[src/planar_pose_integrator_with_lag_defines.svh]
// assertion macros for the pose integrator
`ifndef PLANAR_POSE_INTEGRATOR_WITH_LAG_DEFINES_SVH
`define PLANAR_POSE_INTEGRATOR_WITH_LAG_DEFINES_SVH

`ifndef NO_ASSERTIONS
// same-cycle implication
`define PPI_ASSERT_IMP(lbl, clk, rstn, ante, cons) \
  lbl: assert property (@(posedge clk) disable iff (!rstn) (ante) |-> (cons)) \
    else $error("ppi assertion failed");
// next-cycle implication
`define PPI_ASSERT_NXT(lbl, clk, rstn, ante, cons) \
  lbl: assert property (@(posedge clk) disable iff (!rstn) (ante) |=> (cons)) \
    else $error("ppi assertion failed");
`else
`define PPI_ASSERT_IMP(lbl, clk, rstn, ante, cons)
`define PPI_ASSERT_NXT(lbl, clk, rstn, ante, cons)
`endif

`endif

[src/ppi_pkg.sv]
package ppi_pkg;

  // cordic setup
  localparam int CORDIC_STEPS = 16;
  localparam int ATAN_LEN     = 30;
  localparam int CORDIC_ITERS = (CORDIC_STEPS < ATAN_LEN) ? CORDIC_STEPS : ATAN_LEN;

  localparam logic signed [33:0] CORDIC_GAIN_Q30 = 34'sd652032874;
  localparam logic signed [37:0] PI_Q32          = 38'sd13493037705;
  localparam logic signed [37:0] TWO_PI_Q32      = 38'sd26986075409;
  localparam logic signed [37:0] HALF_PI_Q32     = 38'sd6746518852;

  // configuration
  localparam int CFG_IDX_W = 8;
  localparam logic [CFG_IDX_W-1:0] CFG_TIME_STEP = 8'd0;
  localparam logic [CFG_IDX_W-1:0] CFG_LAG_GAIN  = 8'd1;
  localparam logic [15:0] TIME_STEP_RST = 16'd3277;
  localparam logic [15:0] LAG_GAIN_RST  = 16'd8192;

  // trig unit result
  typedef struct packed {
    logic               done;
    logic signed [31:0] sn;
    logic signed [31:0] cs;
  } trig_res_t;

  // arctangent of 2^-i in q2.30
  function automatic logic [30:0] atan_q30(input logic [4:0] i);
    logic [30:0] v;
    unique case (i)
      5'd0:  v = 31'd843314857;
      5'd1:  v = 31'd497837829;
      5'd2:  v = 31'd263043837;
      5'd3:  v = 31'd133525159;
      5'd4:  v = 31'd67021687;
      5'd5:  v = 31'd33543516;
      5'd6:  v = 31'd16775851;
      5'd7:  v = 31'd8388437;
      5'd8:  v = 31'd4194283;
      5'd9:  v = 31'd2097149;
      5'd10: v = 31'd1048576;
      5'd11: v = 31'd524288;
      5'd12: v = 31'd262144;
      5'd13: v = 31'd131072;
      5'd14: v = 31'd65536;
      5'd15: v = 31'd32768;
      5'd16: v = 31'd16384;
      5'd17: v = 31'd8192;
      5'd18: v = 31'd4096;
      5'd19: v = 31'd2048;
      5'd20: v = 31'd1024;
      5'd21: v = 31'd512;
      5'd22: v = 31'd256;
      5'd23: v = 31'd128;
      5'd24: v = 31'd64;
      5'd25: v = 31'd32;
      5'd26: v = 31'd16;
      5'd27: v = 31'd8;
      5'd28: v = 31'd4;
      5'd29: v = 31'd2;
      default: v = 31'd0;
    endcase
    return v;
  endfunction

endpackage

[src/ppi_mul.sv]
// shared registered signed multiplier
module ppi_mul
  import ppi_pkg::*;
(
  input  logic               clk_i,
  input  logic signed [37:0] a_i,
  input  logic signed [32:0] b_i,
  output logic signed [70:0] p_o
);

  logic signed [70:0] p_q;

  always_ff @(posedge clk_i) begin
    p_q <= 71'(a_i) * 71'(b_i);
  end

  assign p_o = p_q;

endmodule

[config.mk]
export PLATFORM = sky130hd
export DESIGN_NAME = ppi_mul
export DESIGN_NICKNAME = d
export VERILOG_FILES = /design/src/planar_pose_integrator_with_lag_defines.svh /design/src/ppi_pkg.sv /design/src/ppi_mul.sv
export SDC_FILE = /design/constraint.sdc
export NUM_CORES = 2
export LEC_CHECK = 0
export CAP_MARGIN = 20
export CORE_ASPECT_RATIO = 1.5
export CORE_UTILIZATION = 62
export CTS_BUF_LIST = sky130_fd_sc_hd__clkbuf_4 sky130_fd_sc_hd__clkbuf_8 sky130_fd_sc_hd__clkbuf_16
export CTS_CLUSTER_DIAMETER = 80
export CTS_CLUSTER_SIZE = 24
export DETAILED_ROUTE_END_ITERATION = 6
export DONT_BUFFER_PORTS = 1
export HOLD_SLACK_MARGIN = 0.06
export PLACE_DENSITY = 0.81
export SYNTH_ARGS = -nofsm -noshare
export SYNTH_HDL_FRONTEND = slang
export SYNTH_SLANG_ARGS = --single-unit
[constraint.sdc]
create_clock -name clk_i -period 8.2 [get_ports clk_i]
set_input_delay 0.82 -clock clk_i [delete_from_list [all_inputs] [get_ports clk_i]]
set_output_delay 0.82 -clock clk_i [all_outputs]
set_load 0.005 [all_outputs]
==> impl_metrics.py <==
metrics = {
    "run_status": {
        "outcome": "finished clean",
    },
    "timing": {
        "worst_slack_ns": 0.236,
        "setup_viol": 0,
        "rsz0062_at_grt": "no",
        "drv_slew": 0,
        "worst_pin_slew_ns": 1.08,
        "fin_setup_tns_ns": 0,
        "fmax_mhz": 126,
        "slew_headroom_pct": 27.6,
        "hold_ws_ns": 0.535,
        "hold_viol_final": 0,
        "min_period_ns": 7.96,
        "period_share_pct": 97.1,
    },
    "global_route": {
        "grt_pass1_wl_um": 211000,
        "grt-ovfl-total": 0,
        "grt_max_degree": 39,
        "grtUsageTotal_pct": 38.6,
        "grt_pass1_vias": 37700,
        "antenna_found_initial": 2,
    },
    "synthesis": {
        "avgSynthCellArea_um2": 9.30,
        "synthDistinctLibCells": 77,
        "postSynthNetCount": 6492,
        "synth-edff-count": 0,
        "ys_seq_area_share_pct": 3.12,
        "postSynthCellCount": 4893,
        "yosys.area.top_type_share_pct": 57.2,
        "post-synth-top-area-cell": "fa_1",
        "netlist_area_mm2": 0.0455,
        "synth_seq_cells": 71,
        "synth_area_leaders": "fa_1 (57%), inv_1 (11%), and2_1 (7.6%)",
        "synth_top_flop_cell": "dfxtp_1",
        "synth_warnings": 0,
        "async_flop_share_pct": 0,
    },
    "clock_tree": {
        "root_buffer": "clkbuf_16",
        "cts_tree": "yes",
        "cts_sinks": 71,
        "htreeDepth": 3,
        "clk_pin_slew_ns": 0.08,
        "cts_buffers": 9,
        "postCtsSetupBuffers": 0,
        "cts-hold-fix-buffers": 0,
        "clockBufferDepth": 2,
    },
    "floorplanning": {
        "boundaryPins": 143,
        "die_w_um": 223,
        "placementRows": 121,
        "coreArea_mm2": 0.0727,
        "die_h_um": 334,
        "die-area_mm2": 0.0745,
        "start_util_pct": 62.6,
    },
    "critical_path": {
        "path_max_fanout": 38,
        "cp.arrival_ns": 8.23,
        "crit_path_start": "b_i[0]",
        "crit_type": "primary input to flop",
        "start_kind": "primary input",
        "worstSetupEndpointType": "flop",
        "cp.required_ns": 8.47,
    },
    "finish": {
        "layout_commonest_cell": "fa_1",
        "final_nets": 6311,
        "drive_above_1_share_pct": 2.86,
        "final_core_util_pct": 64.1,
        "syn2layout_area_growth_pct": 2.38,
        "largest_register_ffs": 71,
        "layout_common_cells": "fa_1 (1,300), inv_1 (1,284), nand2_1 (713), and2_1 (556), ha_1 (227)",
    },
    "drt": {
        "drt-total-wl_um": 135000,
        "first_iter_violations": 2478,
        "drc": 0,
        "ant_nets": 0,
        "wl_per_cell_um": 23.9,
        "via_count": 33200,
        "firstDrtPassIters": 6,
        "vias_per_cell": 5.89,
    },
    "placement": {
        "pre_cts_slack_ns": -0.153,
        "gp_congestion": 0.966,
        "dpl.hpwl_um": 107000,
        "portBuffers": 0,
    },
    "worst_hold_path": {
        "hold_path_startpoint": "b_i[0]",
        "min_path_type": "primary input to flop",
    },
    "job": {
        "drv_cap": 0,
    },
}
## metrics by stage
| step | cell area [um2] | instances |
|---|---|---|
| floorplan | 45500 | 4893 |
| global placement | 46200 | 5623 |
| detailed placement | 46200 | 5623 |
| CTS | 46600 | 5639 |
| global route | 46600 | 5639 |
| finish | 46600 | 5641 |
## critical path, stage by stage
cell and delay [ns]:
and2_1 0.17, fa_1 0.53, inv_1 0.05, fa_1 0.51, fa_1 0.50, inv_1 0.06, fa_1 0.45, ha_1 0.32
ha_1 0.29, fa_1 0.52, fa_1 0.42, ha_1 0.36, o21ai_1 0.87, nor3b_2 0.13, a221oi_4 0.41, buf_4 0.24
a31oi_4 0.15, a21oi_4 0.23, o31ai_4 0.13, a31oi_4 0.27, o21ai_4 0.11, nor3b_1 0.15, or4_1 0.50
## cell families after synthesis
family / count (synthesis) / share of synthesized area (%)
multiplexers: 2 / 0.0467
XOR/XNOR: 78 / 1.50
AND/OR/NAND/NOR: 1420 / 15.3
buffers and inverters: 1557 / 13.0
adder cells (fa/ha/maj): 1527 / 63.4
flip-flops: 71 / 3.12
AO/OA/AOI/OAI: 238 / 3.67
## cells in the mapped netlist, drive strengths merged, types with 5 or more instances
master	n
nor2	70
and3	9
nor2b	6
clkbuf	256
and2	557
buf	16
o21bai	16
ha	227
a211o	7
dfxtp	71
xor2	19
xnor2	59
fa	1300
a31oi	10
o21ai	42
a21oi	76
a21o	46
a211oi	5
o211ai	5
nand2b	10
nand2	713
nor3	8
nand4	16
nand3	15
inv	1284
o21a	8
## layout make-up
class	instances	area, um2
multi-input combinational	3265	38200
antenna	2	5.00
timing repair buffer	81	658
inverter	1284	4820
tap	922	1150
fill	5746	26100
sequential	71	1420
clock buffer	9	225
clock inverter	7	85.1
## repair_timing
action                                 CTS  global route
resized for setup                        0             4
endpoints found under the hold margin    0             0
setup endpoints to repair                0             2
## final timing paths
path | to | cells past startpoint
min | p_o[0] | 1
max | p_o[68] | 23
## routing by layer
metal	global-route usage [%]	share of wire (%)	wire length, um
met5	0.0658	0.0096	13
met3	10.0	8.6	11600
met4	42.1	14	19000
met1	36.0	27	36400
met2	65.2	50	67900
Power is left out: the tool's default activity adds up to more than one toggle a clock period on the data nets, which glitch-free logic cannot reach.
