<file path="src/planar_pose_integrator_with_lag_defines.svh">
// assertion macros for the pose integrator
`ifndef PLANAR_POSE_INTEGRATOR_WITH_LAG_DEFINES_SVH
`define PLANAR_POSE_INTEGRATOR_WITH_LAG_DEFINES_SVH

`ifndef NO_ASSERTIONS
// same-cycle implication
`define PPI_ASSERT_IMP(lbl, clk, rstn, ante, cons) \
  lbl: assert property (@(posedge clk) disable iff (!rstn) (ante) |-> (cons)) \
    else $error("ppi assertion failed");
// next-cycle implication
`define PPI_ASSERT_NXT(lbl, clk, rstn, ante, cons) \
  lbl: assert property (@(posedge clk) disable iff (!rstn) (ante) |=> (cons)) \
    else $error("ppi assertion failed");
`else
`define PPI_ASSERT_IMP(lbl, clk, rstn, ante, cons)
`define PPI_ASSERT_NXT(lbl, clk, rstn, ante, cons)
`endif

`endif

</file>
<file path="src/ppi_pkg.sv">
package ppi_pkg;

  // cordic setup
  localparam int CORDIC_STEPS = 16;
  localparam int ATAN_LEN     = 30;
  localparam int CORDIC_ITERS = (CORDIC_STEPS < ATAN_LEN) ? CORDIC_STEPS : ATAN_LEN;

  localparam logic signed [33:0] CORDIC_GAIN_Q30 = 34'sd652032874;
  localparam logic signed [37:0] PI_Q32          = 38'sd13493037705;
  localparam logic signed [37:0] TWO_PI_Q32      = 38'sd26986075409;
  localparam logic signed [37:0] HALF_PI_Q32     = 38'sd6746518852;

  // configuration
  localparam int CFG_IDX_W = 8;
  localparam logic [CFG_IDX_W-1:0] CFG_TIME_STEP = 8'd0;
  localparam logic [CFG_IDX_W-1:0] CFG_LAG_GAIN  = 8'd1;
  localparam logic [15:0] TIME_STEP_RST = 16'd3277;
  localparam logic [15:0] LAG_GAIN_RST  = 16'd8192;

  // trig unit result
  typedef struct packed {
    logic               done;
    logic signed [31:0] sn;
    logic signed [31:0] cs;
  } trig_res_t;

  // arctangent of 2^-i in q2.30
  function automatic logic [30:0] atan_q30(input logic [4:0] i);
    logic [30:0] v;
    unique case (i)
      5'd0:  v = 31'd843314857;
      5'd1:  v = 31'd497837829;
      5'd2:  v = 31'd263043837;
      5'd3:  v = 31'd133525159;
      5'd4:  v = 31'd67021687;
      5'd5:  v = 31'd33543516;
      5'd6:  v = 31'd16775851;
      5'd7:  v = 31'd8388437;
      5'd8:  v = 31'd4194283;
      5'd9:  v = 31'd2097149;
      5'd10: v = 31'd1048576;
      5'd11: v = 31'd524288;
      5'd12: v = 31'd262144;
      5'd13: v = 31'd131072;
      5'd14: v = 31'd65536;
      5'd15: v = 31'd32768;
      5'd16: v = 31'd16384;
      5'd17: v = 31'd8192;
      5'd18: v = 31'd4096;
      5'd19: v = 31'd2048;
      5'd20: v = 31'd1024;
      5'd21: v = 31'd512;
      5'd22: v = 31'd256;
      5'd23: v = 31'd128;
      5'd24: v = 31'd64;
      5'd25: v = 31'd32;
      5'd26: v = 31'd16;
      5'd27: v = 31'd8;
      5'd28: v = 31'd4;
      5'd29: v = 31'd2;
      default: v = 31'd0;
    endcase
    return v;
  endfunction

endpackage

</file>
<file path="src/ppi_trig.sv">
// range reduction, quadrant fold and iterative cordic
module ppi_trig
  import ppi_pkg::*;
(
  input  logic               clk_i,
  input  logic               rst_ni,
  input  logic               start_i,
  input  logic signed [31:0] heading_i,
  output trig_res_t          res_o
);

  typedef enum logic [5:0] {
    TR_IDLE = 6'b000001,
    TR_QEST = 6'b000010,
    TR_REM  = 6'b000100,
    TR_CORR = 6'b001000,
    TR_FOLD = 6'b010000,
    TR_CORD = 6'b100000
  } tr_state_e;

  // 2*pi in q32 and a reciprocal just under 2^60 / that, so the quotient
  // estimate is at most one low
  localparam logic [34:0] TWO_PI_U = 35'(TWO_PI_Q32);
  localparam logic [34:0] RECIP    = 35'd42722800;

  tr_state_e st_q, st_d;
  logic [4:0] cnt_q, cnt_d;
  logic done_q, done_d;
  logic neg_q, neg_d, flip_q, flip_d;
  logic [35:0] r_q, r_d;
  logic [12:0] q_q, q_d;
  logic signed [33:0] x_q, x_d, y_q, y_d, z_q, z_d;

  logic [31:0] mag;
  logic [31:0] mul_a;
  logic [34:0] mul_b;
  logic [66:0] prod;
  logic [47:0] rem;
  logic signed [37:0] rs0, rw, rf;
  logic fl;
  logic signed [33:0] xs, ys, at;

  // control
  always_ff @(posedge clk_i or negedge rst_ni) begin
    if (!rst_ni) begin
      st_q   <= TR_IDLE;
      cnt_q  <= '0;
      done_q <= 1'b0;
    end else begin
      st_q   <= st_d;
      cnt_q  <= cnt_d;
      done_q <= done_d;
    end
  end

  // datapath
  always_ff @(posedge clk_i) begin
    neg_q  <= neg_d;
    flip_q <= flip_d;
    r_q    <= r_d;
    q_q    <= q_d;
    x_q    <= x_d;
    y_q    <= y_d;
    z_q    <= z_d;
  end

  // reduction multiplier: quotient estimate, then quotient times 2*pi
  assign mul_a = (st_q == TR_QEST) ? r_q[31:0] : {19'b0, q_q};
  assign mul_b = (st_q == TR_QEST) ? RECIP : TWO_PI_U;
  assign prod  = 67'(mul_a) * 67'(mul_b);

  always_comb begin
    st_d   = st_q;
    cnt_d  = cnt_q;
    done_d = 1'b0;
    neg_d  = neg_q;
    flip_d = flip_q;
    r_d    = r_q;
    q_d    = q_q;
    x_d    = x_q;
    y_d    = y_q;
    z_d    = z_q;

    mag = heading_i[31] ? 32'(-heading_i) : 32'(heading_i);
    rem = {r_q[31:0], 16'h0000} - prod[47:0];

    // sign back on, reduce to [-pi, pi], fold to [-pi/2, pi/2]
    rs0 = neg_q ? -$signed({2'b00, r_q}) : $signed({2'b00, r_q});
    if (rs0 > PI_Q32) begin
      rw = rs0 - TWO_PI_Q32;
    end else if (rs0 < -PI_Q32) begin
      rw = rs0 + TWO_PI_Q32;
    end else begin
      rw = rs0;
    end
    fl = 1'b1;
    if (rw > HALF_PI_Q32) begin
      rf = rw - PI_Q32;
    end else if (rw < -HALF_PI_Q32) begin
      rf = rw + PI_Q32;
    end else begin
      rf = rw;
      fl = 1'b0;
    end

    xs = x_q >>> cnt_q;
    ys = y_q >>> cnt_q;
    at = $signed({3'b000, atan_q30(cnt_q)});

    unique case (st_q)
      TR_IDLE: begin
        if (start_i) begin
          neg_d = heading_i[31];
          r_d   = {4'b0000, mag};
          st_d  = TR_QEST;
        end
      end
      TR_QEST: begin
        // quotient of |heading| * 2^16 by 2*pi, possibly one low
        q_d  = 13'(prod >> 44);
        st_d = TR_REM;
      end
      TR_REM: begin
        r_d  = 36'(rem);
        st_d = TR_CORR;
      end
      TR_CORR: begin
        // remainder below two periods, one subtract finishes it
        r_d  = (r_q >= 36'(TWO_PI_U)) ? 36'(r_q - 36'(TWO_PI_U)) : r_q;
        st_d = TR_FOLD;
      end
      TR_FOLD: begin
        flip_d = fl;
        z_d    = 34'((rf + 38'sd2) >>> 2);
        x_d    = CORDIC_GAIN_Q30;
        y_d    = '0;
        cnt_d  = '0;
        st_d   = TR_CORD;
      end
      TR_CORD: begin
        if (!z_q[33]) begin
          x_d = x_q - ys;
          y_d = y_q + xs;
          z_d = z_q - at;
        end else begin
          x_d = x_q + ys;
          y_d = y_q - xs;
          z_d = z_q + at;
        end
        cnt_d = cnt_q + 5'd1;
        if (cnt_q == 5'(CORDIC_ITERS - 1)) begin
          done_d = 1'b1;
          st_d   = TR_IDLE;
        end
      end
      default: st_d = TR_IDLE;
    endcase
  end

  assign res_o.done = done_q;
  assign res_o.cs   = 32'(flip_q ? -x_q : x_q);
  assign res_o.sn   = 32'(flip_q ? -y_q : y_q);

endmodule

</file>
<file path="config.mk">
export PLATFORM = sky130hd
export DESIGN_NAME = ppi_trig
export DESIGN_NICKNAME = d
export VERILOG_FILES = /design/src/planar_pose_integrator_with_lag_defines.svh /design/src/ppi_pkg.sv /design/src/ppi_trig.sv
export SDC_FILE = /design/constraint.sdc
export NUM_CORES = 2
export LEC_CHECK = 0
export BUFFER_PORTS_ARGS = -buffer_cell sky130_fd_sc_hd__buf_2
export CAP_MARGIN = 10
export CORE_UTILIZATION = 30
export DETAILED_ROUTE_END_ITERATION = 10
export HOLD_SLACK_MARGIN = 0.03
export PLACE_DENSITY = 0.47
export SETUP_SLACK_MARGIN = 0.05
export SYNTH_ARGS = -nofsm -noshare
export SYNTH_HDL_FRONTEND = slang
export SYNTH_SLANG_ARGS = --single-unit
</file>
<file path="constraint.sdc">
create_clock -name clk_i -period 11.5 [get_ports clk_i]
set_input_delay 0.575 -clock clk_i [delete_from_list [all_inputs] [get_ports clk_i]]
set_output_delay 0.575 -clock clk_i [all_outputs]
set_load 0.01 [all_outputs]
</file>
==> metrics.txt <==
outcome complete, no violations; CTS tree done; Yosys reg bits 165; Max Slew Vio Count 0; Buf/Inv on CP 10; Async S/R FF share, synth 0.0727; Final Net Count 6819; area share of the largest cell type after synthesis 0.237; minimum clock period 10.74 ns; post-synthesis instance area 47600 sq um; DR WL/cell 20.0 um; routed wire length 156000 um; headroom to the max-slew limit 0.270; Die X 400 um; flop-to-flop setup slack 0.76 ns; count leader, synth inv_1; Via density 5.13; fmax 93.1 MHz; 1st-pass router iterations 6; Setup-failing EPs final 0; Mapped Cells 5596; Critical Path Max Stage Delay 0.56 ns; Root Driver clkbuf_16; total of max-cap violations 0; Clock Tree Buf Depth 2; fraction of layout cells with a size suffix above 1 0.0684; Worst Max-Slew Pin Slew 1.09 ns; Routability Congestion 0.908; Reg clk slew, reported paths 0.07 ns; top cells by area, synth fa_1 (24%), ha_1 (13%), edfxtp_1 (9.7%), inv_1 (6.8%), xnor2_1 (5.8%); synth warn 0; Final TNS setup 0 ns; CTS H-tree lvls 4; crit-path max FO 27; vias in the first global route 40300; Chip Height 400 um; first-pass GRT wire length 245000 um; Initial Util 0.303; clk_skew 0.0223 ns; cell taking the most area after synthesis fa_1; I/O Pins 100; largest net degree at the start of global routing 82; Mean Syn Cell Area 8.50 sq um; initial antenna violation count 3; Most used DFF post-synth edfxtp_1; EDFF count, synth 153; crit path launch st_q[3]$_DFFE_PN0P_; clock sinks 165; GRT Resource Usage Total 0.199; Port Buffers 99; Worst Path Arrival 11.01 ns; global route overflow 0; Hold Slack 0.331 ns; delay-heaviest family, CP adder cells; Crit. End Element register; Slowest-stage cell, CP fa_1; drc violations 0; CP Launch Type register; HP Start start_i; Seq/Total Area, Yosys 0.103; CP required 11.77 ns; R2R Path Start st_q[3]$_DFFE_PN0P_; fin crit share 0.934; kind of critical path reg -> reg; unrepaired setup endpoints after global routing no; area grow syn2layout 8.69%; Via Count 40000; dpl hpwl 130000 um; worst skew pair latency 0.55 ns; Final Hold Viols 0; number of DRC markers in iteration 0 2672; CP most frequent cell inv_1; HP Class in -> reg; most frequent cells after synthesis inv_1 (856), fa_1 (562), ha_1 (500), nand2_1 (490), nor2_1 (354); Inserted Clock Buffers 17; DIE AREA 160000 sq um; row count 145; core area 157000 sq um; post-synthesis cell type count 106; antenna viol nets, final 0
through the flow:
step / worst slack, ns / utilization / instance area [sq um] / cells
global placement: 0.410 / 0.325 / 51000 / 7757
floorplan: 1.23 / - / 48100 / 5743
detailed placement: 0.325 / 0.325 / 51000 / 7757
global route: 0.0337 / 0.330 / 51700 / 7794
CTS: 0.232 / 0.329 / 51600 / 7790
finish: 0.763 / 0.330 / 51700 / 7794
cell usage in the layout (no fill, tap or decap), types with 36 or more instances in the layout:
| cell | n |
|---|---|
| fa_1 | 562 |
| xnor2_1 | 315 |
| o21bai_1 | 36 |
| a31oi_1 | 71 |
| nand2b_1 | 62 |
| or3_1 | 61 |
| ha_1 | 500 |
| buf_2 | 99 |
| nor2b_1 | 43 |
| edfxtp_1 | 153 |
| buf_4 | 103 |
| nand4_1 | 43 |
| nand2_1 | 487 |
| nor2_1 | 350 |
| mux2i_1 | 56 |
| nor4_1 | 45 |
| nor3_1 | 118 |
| o21a_1 | 38 |
| mux4_2 | 43 |
| o31ai_1 | 54 |
| conb_1 | 149 |
| o21ai_0 | 229 |
| a21o_1 | 45 |
| nand3_1 | 122 |
| and3_1 | 52 |
| and2_1 | 63 |
| a21oi_1 | 277 |
| xor2_1 | 173 |
| inv_1 | 849 |
cells by family (layout without fill, tap and decap cells):
kind of cell / count (synthesis) / after routing / synth area share
compound gates: 1069 / 1069 / 0.149
xor+xnor: 493 / 493 / 0.0916
fa+ha+maj: 1062 / 1062 / 0.368
buf+inv: 1105 / 1097 / 0.0886
flops: 165 / 165 / 0.103
mux: 114 / 114 / 0.0357
other cells: 2 / 150 / 0.000158
simple gates: 1586 / 1586 / 0.164
sequential cells by signal, indices dropped and copies added (netlist names):
name	flops
cnt_q	5
z_q	34
y_q	34
flip_q	1
q_q	13
neg_q	1
r_q	36
done_q	1
st_q	6
x_q	34
metal layers:
metal,track usage,up-vias,part of all wire
met5,0,-,0
met1,0.274,19800,0.47
met4,0.0559,0,0.027
met2,0.330,856,0.47
li1,-,19100,-
met3,0.0168,174,0.031
path summary, 6_finish.rpt:
kind                                         to  cells past startpoint
min reg2reg                    z_q[0]$_DFFE_PP_                      3
min in group asynchronous  cnt_q[3]$_DFFE_PN0P_                      2
min                         st_q[0]$_DFFE_PN1P_                      2
max reg2reg                   r_q[34]$_DFFE_PP_                     44
max in group asynchronous   st_q[0]$_DFFE_PN1P_                      2
max                           r_q[34]$_DFFE_PP_                     44
cell type report:
cell class	instances	area [sq um]
inverters	861	3240
diodes	1	2.50
clock buffers	17	425
repair buffers	204	1300
flip-flops and latches	165	4900
well taps	2058	2570
fillers	16800	105000
multi-input cells	4473	39100
clock inverters	15	185
worst reg2reg max path: cells and delay by family, from the launching register on:
kind / cells / cell delay [ns]
AOI/OAI and AO/OA: 17 / 3.39
and+or+nand+nor: 5 / 0.95
buffers and inverters: 10 / 1.14
xor gates and xnor gates: 2 / 0.37
adders and majority gates: 10 / 4.17
DFF: 1 / 0.44
timing repair:
item	CTS	global route
hold endpoints to repair	11	0
gates resized for setup	0	16
buffers inserted	0	3
hold buffers	1	0
setup endpoints to repair	0	7
Power is not shown: default switching activity piles up to over one toggle a cycle in this logic, so the estimate is an artifact.
